[src/rtl/acpi_rdp_pkg.sv]
package acpi_rdp_pkg;

   // Descriptor kind codes
   localparam logic [3:0] KIND_IRQ            = 4'd0;
   localparam logic [3:0] KIND_DMA            = 4'd1;
   localparam logic [3:0] KIND_START_DEP      = 4'd2;
   localparam logic [3:0] KIND_END_DEP        = 4'd3;
   localparam logic [3:0] KIND_IO_PORT        = 4'd4;
   localparam logic [3:0] KIND_FIXED_IO       = 4'd5;
   localparam logic [3:0] KIND_FIXED_DMA      = 4'd6;
   localparam logic [3:0] KIND_SMALL_VENDOR   = 4'd7;
   localparam logic [3:0] KIND_END_TAG        = 4'd8;
   localparam logic [3:0] KIND_RSVD_SMALL     = 4'd9;
   localparam logic [3:0] KIND_MEMORY24       = 4'd10;
   localparam logic [3:0] KIND_LARGE_VENDOR   = 4'd11;
   localparam logic [3:0] KIND_MEMORY32       = 4'd12;
   localparam logic [3:0] KIND_FIXED_MEMORY32 = 4'd13;
   localparam logic [3:0] KIND_EXT_IRQ        = 4'd14;
   localparam logic [3:0] KIND_RSVD_LARGE     = 4'd15;

   // Byte roles
   localparam logic [1:0] ROLE_TAG     = 2'd0;
   localparam logic [1:0] ROLE_LENGTH  = 2'd1;
   localparam logic [1:0] ROLE_PAYLOAD = 2'd2;
   localparam logic [1:0] ROLE_IGNORED = 2'd3;

   // Status codes
   localparam logic [2:0] STATUS_BUSY    = 3'd0;
   localparam logic [2:0] STATUS_OK      = 3'd1;
   localparam logic [2:0] STATUS_EOR     = 3'd2;
   localparam logic [2:0] STATUS_EOF     = 3'd3;
   localparam logic [2:0] STATUS_INVALID = 3'd4;

   // Small tag type codes
   localparam logic [3:0] STYPE_IRQ          = 4'h4;
   localparam logic [3:0] STYPE_DMA          = 4'h5;
   localparam logic [3:0] STYPE_START_DEP    = 4'h6;
   localparam logic [3:0] STYPE_END_DEP      = 4'h7;
   localparam logic [3:0] STYPE_IO_PORT      = 4'h8;
   localparam logic [3:0] STYPE_FIXED_IO     = 4'h9;
   localparam logic [3:0] STYPE_FIXED_DMA    = 4'hA;
   localparam logic [3:0] STYPE_SMALL_VENDOR = 4'hE;
   localparam logic [3:0] STYPE_END_TAG      = 4'hF;

   // Large tag type codes
   localparam logic [6:0] LTYPE_MEMORY24       = 7'h01;
   localparam logic [6:0] LTYPE_LARGE_VENDOR   = 7'h04;
   localparam logic [6:0] LTYPE_MEMORY32       = 7'h05;
   localparam logic [6:0] LTYPE_FIXED_MEMORY32 = 7'h06;
   localparam logic [6:0] LTYPE_EXT_IRQ        = 7'h09;

   // Mask for the high byte of a fixed I/O base
   localparam logic [7:0] FIXED_IO_HI_MASK = 8'h03;

   // One annotated byte
   typedef struct packed {
      logic [7:0]  data_out;
      logic [3:0]  kind;
      logic [1:0]  role;
      logic [15:0] payload_index;
      logic [15:0] payload_length;
      logic        done_res;
      logic [2:0]  status;
      logic [7:0]  irq_info;
   } result_type;

   function automatic logic [3:0] small_kind(input logic [3:0] stype);
      logic [3:0] k;
      case (stype)
         STYPE_IRQ:          k = KIND_IRQ;
         STYPE_DMA:          k = KIND_DMA;
         STYPE_START_DEP:    k = KIND_START_DEP;
         STYPE_END_DEP:      k = KIND_END_DEP;
         STYPE_IO_PORT:      k = KIND_IO_PORT;
         STYPE_FIXED_IO:     k = KIND_FIXED_IO;
         STYPE_FIXED_DMA:    k = KIND_FIXED_DMA;
         STYPE_SMALL_VENDOR: k = KIND_SMALL_VENDOR;
         STYPE_END_TAG:      k = KIND_END_TAG;
         default:            k = KIND_RSVD_SMALL;
      endcase
      return k;
   endfunction

   function automatic logic [3:0] large_kind(input logic [6:0] ltype);
      logic [3:0] k;
      case (ltype)
         LTYPE_MEMORY24:       k = KIND_MEMORY24;
         LTYPE_LARGE_VENDOR:   k = KIND_LARGE_VENDOR;
         LTYPE_MEMORY32:       k = KIND_MEMORY32;
         LTYPE_FIXED_MEMORY32: k = KIND_FIXED_MEMORY32;
         LTYPE_EXT_IRQ:        k = KIND_EXT_IRQ;
         default:              k = KIND_RSVD_LARGE;
      endcase
      return k;
   endfunction

   // Per-kind payload length rules
   function automatic logic length_ok(input logic [3:0] k, input logic [15:0] len);
      logic ok;
      case (k)
         KIND_IRQ:            ok = (len == 16'd2) || (len == 16'd3);
         KIND_DMA:            ok = (len == 16'd2);
         KIND_START_DEP:      ok = (len <= 16'd1);
         KIND_END_DEP:        ok = (len == 16'd0);
         KIND_IO_PORT:        ok = (len == 16'd7);
         KIND_FIXED_IO:       ok = (len == 16'd3);
         KIND_FIXED_DMA:      ok = (len == 16'd5);
         KIND_MEMORY24:       ok = (len == 16'd9);
         KIND_MEMORY32:       ok = (len == 16'd17);
         KIND_FIXED_MEMORY32: ok = (len == 16'd9);
         KIND_EXT_IRQ:        ok = (len >= 16'd6);
         default:             ok = 1'b1;
      endcase
      return ok;
   endfunction

endpackage

[src/rtl/acpi_rdp_parse.sv]
module acpi_rdp_parse (
   input  logic                      clock,
   input  logic                      reset,
   input  logic                      step,
   input  logic [7:0]                in_byte,
   input  logic                      buffer_end,
   input  logic [7:0]                irq_default_info,
   output acpi_rdp_pkg::result_type  result
);

   typedef enum logic [2:0] {
      PH_TAG     = 3'd0,
      PH_LEN_LO  = 3'd1,
      PH_LEN_HI  = 3'd2,
      PH_PAYLOAD = 3'd3,
      PH_IGNORE  = 3'd4
   } phase_type;

   phase_type   phase_ff, phase_in;
   logic [3:0]  kind_ff, kind_in;
   logic [15:0] len_ff, len_in;
   logic [15:0] seen_ff, seen_in;
   logic        inval_ff, inval_in;
   logic [7:0]  held_ff, held_in;

   logic [16:0] seen_next;
   logic [2:0]  fin_status;
   phase_type   fin_phase;

   // Decode one byte against the current parser state
   always_comb begin
      phase_in = phase_ff;
      kind_in  = kind_ff;
      len_in   = len_ff;
      seen_in  = seen_ff;
      inval_in = inval_ff;
      held_in  = held_ff;

      result.data_out       = in_byte;
      result.kind           = acpi_rdp_pkg::KIND_IRQ;
      result.role           = acpi_rdp_pkg::ROLE_TAG;
      result.payload_index  = 16'd0;
      result.payload_length = 16'd0;
      result.done_res       = 1'b0;
      result.status         = acpi_rdp_pkg::STATUS_BUSY;
      result.irq_info       = 8'd0;

      seen_next  = {1'b0, seen_ff} + 17'd1;
      fin_status = acpi_rdp_pkg::STATUS_BUSY;
      fin_phase  = PH_TAG;

      case (phase_ff)
         PH_LEN_LO: begin
            result.role = acpi_rdp_pkg::ROLE_LENGTH;
            result.kind = kind_ff;
            len_in      = {8'd0, in_byte};
            if (buffer_end) begin
               result.done_res = 1'b1;
               result.status   = acpi_rdp_pkg::STATUS_EOF;
               phase_in        = PH_TAG;
            end else begin
               phase_in = PH_LEN_HI;
            end
         end
         PH_LEN_HI: begin
            result.role           = acpi_rdp_pkg::ROLE_LENGTH;
            result.kind           = kind_ff;
            len_in                = {in_byte, len_ff[7:0]};
            result.payload_length = len_in;
            seen_in               = 16'd0;
            inval_in              = !acpi_rdp_pkg::length_ok(kind_ff, len_in);
            fin_status = inval_in ? acpi_rdp_pkg::STATUS_INVALID :
                         (kind_ff == acpi_rdp_pkg::KIND_END_TAG) ?
                         acpi_rdp_pkg::STATUS_EOR : acpi_rdp_pkg::STATUS_OK;
            fin_phase  = (buffer_end || fin_status == acpi_rdp_pkg::STATUS_OK) ?
                         PH_TAG : PH_IGNORE;
            if (len_in == 16'd0) begin
               result.done_res = 1'b1;
               result.status   = fin_status;
               phase_in        = fin_phase;
            end else if (buffer_end) begin
               result.done_res = 1'b1;
               result.status   = acpi_rdp_pkg::STATUS_EOF;
               phase_in        = PH_TAG;
            end else begin
               phase_in = PH_PAYLOAD;
            end
         end
         PH_PAYLOAD: begin
            result.role           = acpi_rdp_pkg::ROLE_PAYLOAD;
            result.kind           = kind_ff;
            result.payload_index  = seen_ff;
            result.payload_length = len_ff;
            if (kind_ff == acpi_rdp_pkg::KIND_FIXED_IO && seen_ff == 16'd1)
               result.data_out = in_byte & acpi_rdp_pkg::FIXED_IO_HI_MASK;
            if (kind_ff == acpi_rdp_pkg::KIND_IRQ && seen_ff == 16'd2)
               held_in = in_byte;
            fin_status = inval_ff ? acpi_rdp_pkg::STATUS_INVALID :
                         (kind_ff == acpi_rdp_pkg::KIND_END_TAG) ?
                         acpi_rdp_pkg::STATUS_EOR : acpi_rdp_pkg::STATUS_OK;
            fin_phase  = (buffer_end || fin_status == acpi_rdp_pkg::STATUS_OK) ?
                         PH_TAG : PH_IGNORE;
            if (seen_next >= {1'b0, len_ff}) begin
               result.done_res = 1'b1;
               result.status   = fin_status;
               phase_in        = fin_phase;
               if (kind_ff == acpi_rdp_pkg::KIND_IRQ &&
                   fin_status == acpi_rdp_pkg::STATUS_OK)
                  result.irq_info = (len_ff == 16'd3) ? held_in : irq_default_info;
            end else if (buffer_end) begin
               result.done_res = 1'b1;
               result.status   = acpi_rdp_pkg::STATUS_EOF;
               phase_in        = PH_TAG;
            end else begin
               seen_in = seen_next[15:0];
            end
         end
         PH_IGNORE: begin
            result.role = acpi_rdp_pkg::ROLE_IGNORED;
            if (buffer_end)
               phase_in = PH_TAG;
         end
         default: begin
            // Tag byte: small tags carry length, large tags are followed by two
            if (!in_byte[7]) begin
               kind_in = acpi_rdp_pkg::small_kind(in_byte[6:3]);
               len_in  = {13'd0, in_byte[2:0]};
            end else begin
               kind_in = acpi_rdp_pkg::large_kind(in_byte[6:0]);
               len_in  = 16'd0;
            end
            result.kind           = kind_in;
            result.payload_length = len_in;
            seen_in               = 16'd0;
            held_in               = 8'd0;
            inval_in              = !acpi_rdp_pkg::length_ok(kind_in, len_in);
            fin_status = inval_in ? acpi_rdp_pkg::STATUS_INVALID :
                         (kind_in == acpi_rdp_pkg::KIND_END_TAG) ?
                         acpi_rdp_pkg::STATUS_EOR : acpi_rdp_pkg::STATUS_OK;
            fin_phase  = (fin_status == acpi_rdp_pkg::STATUS_OK) ? PH_TAG : PH_IGNORE;
            if (buffer_end) begin
               result.done_res = 1'b1;
               result.status   = acpi_rdp_pkg::STATUS_EOR;
               phase_in        = PH_TAG;
            end else if (in_byte[7]) begin
               phase_in = PH_LEN_LO;
            end else if (len_in == 16'd0) begin
               result.done_res = 1'b1;
               result.status   = fin_status;
               phase_in        = fin_phase;
            end else begin
               phase_in = PH_PAYLOAD;
            end
         end
      endcase
   end

   // Advance parser state on each accepted item
   always_ff @(posedge clock) begin
      if (reset) begin
         phase_ff <= PH_TAG;
         kind_ff  <= 4'd0;
         len_ff   <= 16'd0;
         seen_ff  <= 16'd0;
         inval_ff <= 1'b0;
         held_ff  <= 8'd0;
      end else if (step) begin
         phase_ff <= phase_in;
         kind_ff  <= kind_in;
         len_ff   <= len_in;
         seen_ff  <= seen_in;
         inval_ff <= inval_in;
         held_ff  <= held_in;
      end
   end

endmodule

[src/rtl/acpi_resource_descriptor_parser.sv]
// Channel   Direction  Payload
// req_*     in         tdata[7:0] in_byte; tlast buffer_end
// rsp_*     out        tdata data_out/payload_index/payload_length/status/irq_info;
//                      tuser kind/role; tlast done_res
// csr_*     in         irq_default_info write
//
// One item per cycle unless stalled; a result appears the cycle after its item.
// The per-byte decode sits between the parser state and the result register.
// Reset returns the parser to the tag phase and sets irq_default_info to 1.
// A stalled result holds; a new item is accepted in the same cycle the result
// is taken.
module acpi_resource_descriptor_parser (
   input  logic        clock,
   input  logic        reset,
   input  logic        req_tvalid,
   output logic        req_tready,
   input  logic [7:0]  req_tdata,    // [7:0] in_byte
   input  logic        req_tlast,    // buffer_end
   output logic        rsp_tvalid,
   input  logic        rsp_tready,
   output logic [55:0] rsp_tdata,    // [7:0] data_out, [23:8] payload_index,
                                     // [39:24] payload_length, [42:40] status,
                                     // [50:43] irq_info, [55:51] zero
   output logic [5:0]  rsp_tuser,    // [3:0] kind, [5:4] role
   output logic        rsp_tlast,    // done_res
   input  logic        csr_wr_en,
   input  logic [7:0]  csr_wr_data
);

   logic                     accept;
   logic [7:0]               irq_default_ff;
   logic                     rsp_valid_ff;
   acpi_rdp_pkg::result_type result_in;
   acpi_rdp_pkg::result_type result_ff;

   assign req_tready = !rsp_valid_ff || rsp_tready;
   assign accept     = req_tvalid && req_tready;

   acpi_rdp_parse u_parse (
      .clock            (clock),
      .reset            (reset),
      .step             (accept),
      .in_byte          (req_tdata),
      .buffer_end       (req_tlast),
      .irq_default_info (irq_default_ff),
      .result           (result_in)
   );

   // Hold the IRQ info default
   always_ff @(posedge clock) begin
      if (reset) begin
         irq_default_ff <= 8'd1;
      end else if (csr_wr_en) begin
         irq_default_ff <= csr_wr_data;
      end
   end

   // Result valid flag
   always_ff @(posedge clock) begin
      if (reset) begin
         rsp_valid_ff <= 1'b0;
      end else if (accept) begin
         rsp_valid_ff <= 1'b1;
      end else if (rsp_tready) begin
         rsp_valid_ff <= 1'b0;
      end
   end

   // Capture the annotated item
   always_ff @(posedge clock) begin
      if (accept) begin
         result_ff <= result_in;
      end
   end

   assign rsp_tvalid = rsp_valid_ff;
   assign rsp_tdata  = {5'd0, result_ff.irq_info, result_ff.status,
                        result_ff.payload_length, result_ff.payload_index,
                        result_ff.data_out};
   assign rsp_tuser  = {result_ff.role, result_ff.kind};
   assign rsp_tlast  = result_ff.done_res;

   // A status is only reported on a finishing item
   a_status_needs_done: assert property (@(posedge clock) disable iff (reset)
      rsp_tvalid && !rsp_tlast |-> rsp_tdata[42:40] == acpi_rdp_pkg::STATUS_BUSY)
      else $error("status reported without done");

   // Ignored bytes carry no annotation
   a_ignored_clean: assert property (@(posedge clock) disable iff (reset)
      rsp_tvalid && rsp_tuser[5:4] == acpi_rdp_pkg::ROLE_IGNORED
      |-> !rsp_tlast && rsp_tuser[3:0] == 4'd0 && rsp_tdata[50:8] == 43'd0)
      else $error("ignored byte carries annotation");

   // Payload index only counts on payload bytes
   a_index_payload_only: assert property (@(posedge clock) disable iff (reset)
      rsp_tvalid && rsp_tuser[5:4] != acpi_rdp_pkg::ROLE_PAYLOAD
      |-> rsp_tdata[23:8] == 16'd0)
      else $error("payload index outside payload");

   // IRQ info only on a successfully finished IRQ descriptor
   a_irq_info_on_ok: assert property (@(posedge clock) disable iff (reset)
      rsp_tvalid && rsp_tdata[50:43] != 8'd0
      |-> rsp_tlast && rsp_tdata[42:40] == acpi_rdp_pkg::STATUS_OK
          && rsp_tuser[3:0] == acpi_rdp_pkg::KIND_IRQ)
      else $error("irq info outside finished irq descriptor");

   // No result right after reset
   a_empty_after_reset: assert property (@(posedge clock)
      $past(reset) |-> !rsp_tvalid)
      else $error("result valid after reset");

endmodule
[config.mk]
export PLATFORM = sky130hd
export DESIGN_NAME = acpi_resource_descriptor_parser
export DESIGN_NICKNAME = d
export VERILOG_FILES = /design/src/rtl/acpi_rdp_pkg.sv /design/src/rtl/acpi_rdp_parse.sv /design/src/rtl/acpi_resource_descriptor_parser.sv
export SDC_FILE = /design/constraint.sdc
export NUM_CORES = 1
export LEC_CHECK = 0
export BUFFER_PORTS_ARGS = -buffer_cell sky130_fd_sc_hd__buf_4
export CAP_MARGIN = 20
export CORE_ASPECT_RATIO = 0.6
export CORE_UTILIZATION = 35
export DETAILED_ROUTE_END_ITERATION = 10
export GPL_TIMING_DRIVEN = 0
export PLACE_DENSITY = 0.62
export REMOVE_ABC_BUFFERS = 1
export SYNTH_ARGS = -nofsm -noshare
export SYNTH_HDL_FRONTEND = slang
export SYNTH_SLANG_ARGS = --single-unit
export TNS_END_PERCENT = 20
[constraint.sdc]
create_clock -name clock -period 9.2 [get_ports clock]
set_clock_uncertainty 0.15 [all_clocks]
set_input_delay 1.38 -clock clock [delete_from_list [all_inputs] [get_ports clock]]
set_output_delay 1.38 -clock clock [all_outputs]
set_load 0.1 [all_outputs]
==> impl_metrics.csv <==
group,metric,value,unit
timing,rsz0062_at_grt,"false",
setup_path,setup.worst_path.end_class,"flop",
synthesis,mappedNetlistArea,6310,um2
min_path,hold_path_startpoint,"u_parse.len_ff[10]",
clock_tree,clock_tree.htree_level_count,4,
status,run_status,"finished, final reports clean",
timing,min_period_over_period,58.7,%
synthesis,synth.ff_latch_count,115,
synthesis,yosys_most_used_dff,"edfxtp_1",
clock_tree,cts.path.max_buffers,2,
placement,pre_cts_slack,3.94,ns
route,route.detailed.wl_per_inst,17.4,um
global_routing,global_route_wire_length_before_repair,27.3,mm
clock_tree,clkLatencyLatePin,0.42,ns
floorplan,dieArea,18600,um2
floorplan,die_h,106,um
route,drt-vias-per-instance,5.35,
setup_path,critical_path_buf_inv_count,0,
setup_path,arrival,5.58,ns
global_routing,grt_start_max_net_pins,44,
setup_path,worstPathMaxFanout,20,
floorplan,std_cell_rows,37,
route,route.antenna.remaining_nets,0,
clock_tree,clock-root-buffer,"clkbuf_16",
setup_path,rrSetupSlack,3.80,ns
clock_tree,cts.sinks,115,
power,power_density,200,nW/um2
clock_tree,cts.repair.resized,0,
setup_path,delay_of_the_slowest_critical_path_stage,0.78,ns
setup_path,reg2reg_from,"u_parse.seen_ff[2]",
power,leakage,2.93,nW
setup_path,critical_path.startpoint_type,"flop",
cells_and_area,antenna_cells,0,
route,detailroute.via_count,5287,
timing,finalWorstPathRequiredPeriod,5.40,ns
synthesis,synth_cell_types,73,
min_path,timing.hold.worst.class,"flop to flop",
placement,port-buffer-count,81,
global_routing,number_of_antenna_violations_at_the_first_check_in_global_routing,0,
placement,place.gp.congestion,0.871,
setup_path,critPathKind,"flop to flop",
global_routing,grt_util_all_layers,19.3,%
setup_path,critical-path-top-delay-family,"simple AND/OR/NAND/NOR gates",
setup_path,launching_instance_or_port_of_the_critical_path,"u_parse.seen_ff[2]",
synthesis,synthesis.yosys.warnings,0,
timing,finalMaxSlewViolations,0,
placement,hpwl,12.0,mm
floorplan,design.portCount,87,
route,drt-pass1-iter-count,5,
run,max-cap-violations,0,
cells_and_area,fin_nets,782,
synthesis,postSynth.asyncResetShare,0,%
timing,max_slew.worst_pin.slew,0.890,ns
floorplan,floorplan.die.width,175,um
power,vdd_drop_max,0.122,mV
timing,maximum_achievable_frequency,0.185,GHz
floorplan,core_region_area,17400,um2
timing,tns,0,ns
cells_and_area,area_growth,21.4,%
route,drc_errors,0,
clock_tree,tritoncts.num_buffers,17,
clock_tree,post-cts-setup-buffer-count,0,
synthesis,synth_edf_count,58,
timing,relative_slew_slack,40.7,%
timing,setup_ws_post_layout,3.80,ns
setup_path,cp_cell_sequence,"nand4_1, nor3_1, nand3_1, nor2_1, and3_1, nand3_1, xnor2_1, ha_1, and4_1, a41o_1, a41o_2, o41ai_4, and3_1, a21oi_1, o21ai_0",
clock_tree,holdBufCountCts,0,
route,routed_wirelength,17.2,mm
floorplan,floorplan.initialDensity,36.3,%
clock_tree,clkTransAtPathRegs,0.06,ns
synthesis,synthesis.area_per_instance,9.23,um2
route,drt_first_iter_violations,613,
timing,setup_viol,0,
synthesis,seq_total_area_yosys,45.7,%
global_routing,gr-total-overflow,0,
cells_and_area,layout.filler_cells,1692,
clock_tree,cts_tree,"yes",
cells_and_area,post_route_cells_drive_above_1_share,18.2,%
setup_path,worst_ep_required_time,9.39,ns
setup_path,crit_slowest_cell,"and3_1",
global_routing,first_global_vias,4693,
synthesis,netlist_instances,684,
timing,hold_viol,0,
path summary, 6_finish.rpt:
check	end	cells after the start
max	u_parse.seen_ff[4]	15
min	u_parse.len_ff[10]	2
max reg2reg	u_parse.seen_ff[4]	15
min reg2reg	u_parse.len_ff[10]	2
cells in the mapped netlist (all sizes together) (14+ instances only):
cell type	number	area share (%)
nor2	89	5.3
edfxtp	58	28
nand2	58	3.4
dfxtp	57	18
a21oi	39	3.2
clkbuf	34	2.0
inv	33	2.0
mux2i	32	5.1
nand3	32	2.7
o21ai	32	2.5
ha	19	3.8
buf	17	1.8
xnor2	16	2.2
a22oi	14	1.7
and3	14	1.4
routing by layer:
metal / GRT usage [%] / routed length [um] / vias to the layer above
li1: - / - / 2576
met1: 31.8 / 9290 / 2479
met2: 23.5 / 6420 / 217
met3: 4.54 / 1340 / 15
met4: 5.03 / 144 / 0
met5: 0 / 0 / -
cell type report:
cell class                 instances  area (um2)  share of cell area [%]
clock buffer                      21         482                    6.28
sequential                       115        2880                    37.6
multi-input combinational        489        3080                    40.2
clock inverter                    11         124                    1.62
inverter                          33         124                    1.62
timing repair buffer              85         678                    8.85
tap                              234         293                    3.82
tightest hold or removal path, stage by stage (launching register included):
cell     delay [ns]
dfxtp_1        0.32
nand2_1        0.06
a21oi_1        0.05
report_power, final:
part	leakage (nW)	internal (mW)	switching, mW
Combinational	1.60	0.0647	0.209
Clock	0.295	0.429	0.247
Sequential	1.04	0.562	0.0180
metrics by stage:
| step | instances | cell area, um2 | power, mW | util (%) | hold WS, ns |
|---|---|---|---|---|---|
| floorplan | 637 | 6090 | 0.784 | - | 0.288 |
| global placement | 952 | 6990 | 0.858 | 40.2 | 0.308 |
| detailed placement | 956 | 7060 | 0.861 | 40.6 | 0.315 |
| CTS | 988 | 7660 | 1.54 | 44.0 | 0.321 |
| global route | 988 | 7660 | 1.58 | 44.0 | 0.343 |
| finish | 988 | 7660 | 1.53 | 44.0 | 0.319 |
logic make-up after synthesis:
kind of cell	synth area share, %
and+or+nand+nor	21.1
AOI/OAI and AO/OA	15.7
DFF	45.7
buffers and inverters	5.75
adders and majority gates	3.77
other	0.0594
muxes	5.25
xor gates and xnor gates	2.64
placed cells by master, fill, tap and decap left out, types with 3 or more instances in the layout:
master / n
a211oi_1: 11
o31ai_1: 3
clkbuf_16: 18
nand3b_1: 3
a21oi_1: 37
clkinv_4: 3
nor4_1: 7
nand3_1: 31
and3_1: 14
xor2_1: 3
dfxtp_1: 57
xnor2_1: 16
nand2b_1: 4
a22oi_1: 14
nand4_1: 7
o21a_1: 5
o21ai_1: 5
o22ai_1: 6
mux2i_1: 32
a31oi_1: 5
nor2b_1: 13
nor3b_1: 3
nand2_1: 58
conb_1: 5
or2_2: 5
buf_4: 81
or3_1: 6
edfxtp_1: 58
nor3_1: 11
inv_1: 32
o21ai_0: 27
ha_1: 19
nor2_1: 88
a21o_1: 3
and4_1: 3
state kept, by name, summed over array words and instances, names as in the netlist, 3 cells and up:
| name | flops |
|---|---|
| u_parse.seen_ff | 16 |
| u_parse.phase_ff | 3 |
| u_parse.held_ff | 8 |
| rsp_tdata | 51 |
| irq_default_ff | 8 |
| u_parse.kind_ff | 4 |
| u_parse.len_ff | 16 |
| rsp_tuser | 6 |
Note: power is estimated with default switching activity, not from simulation.
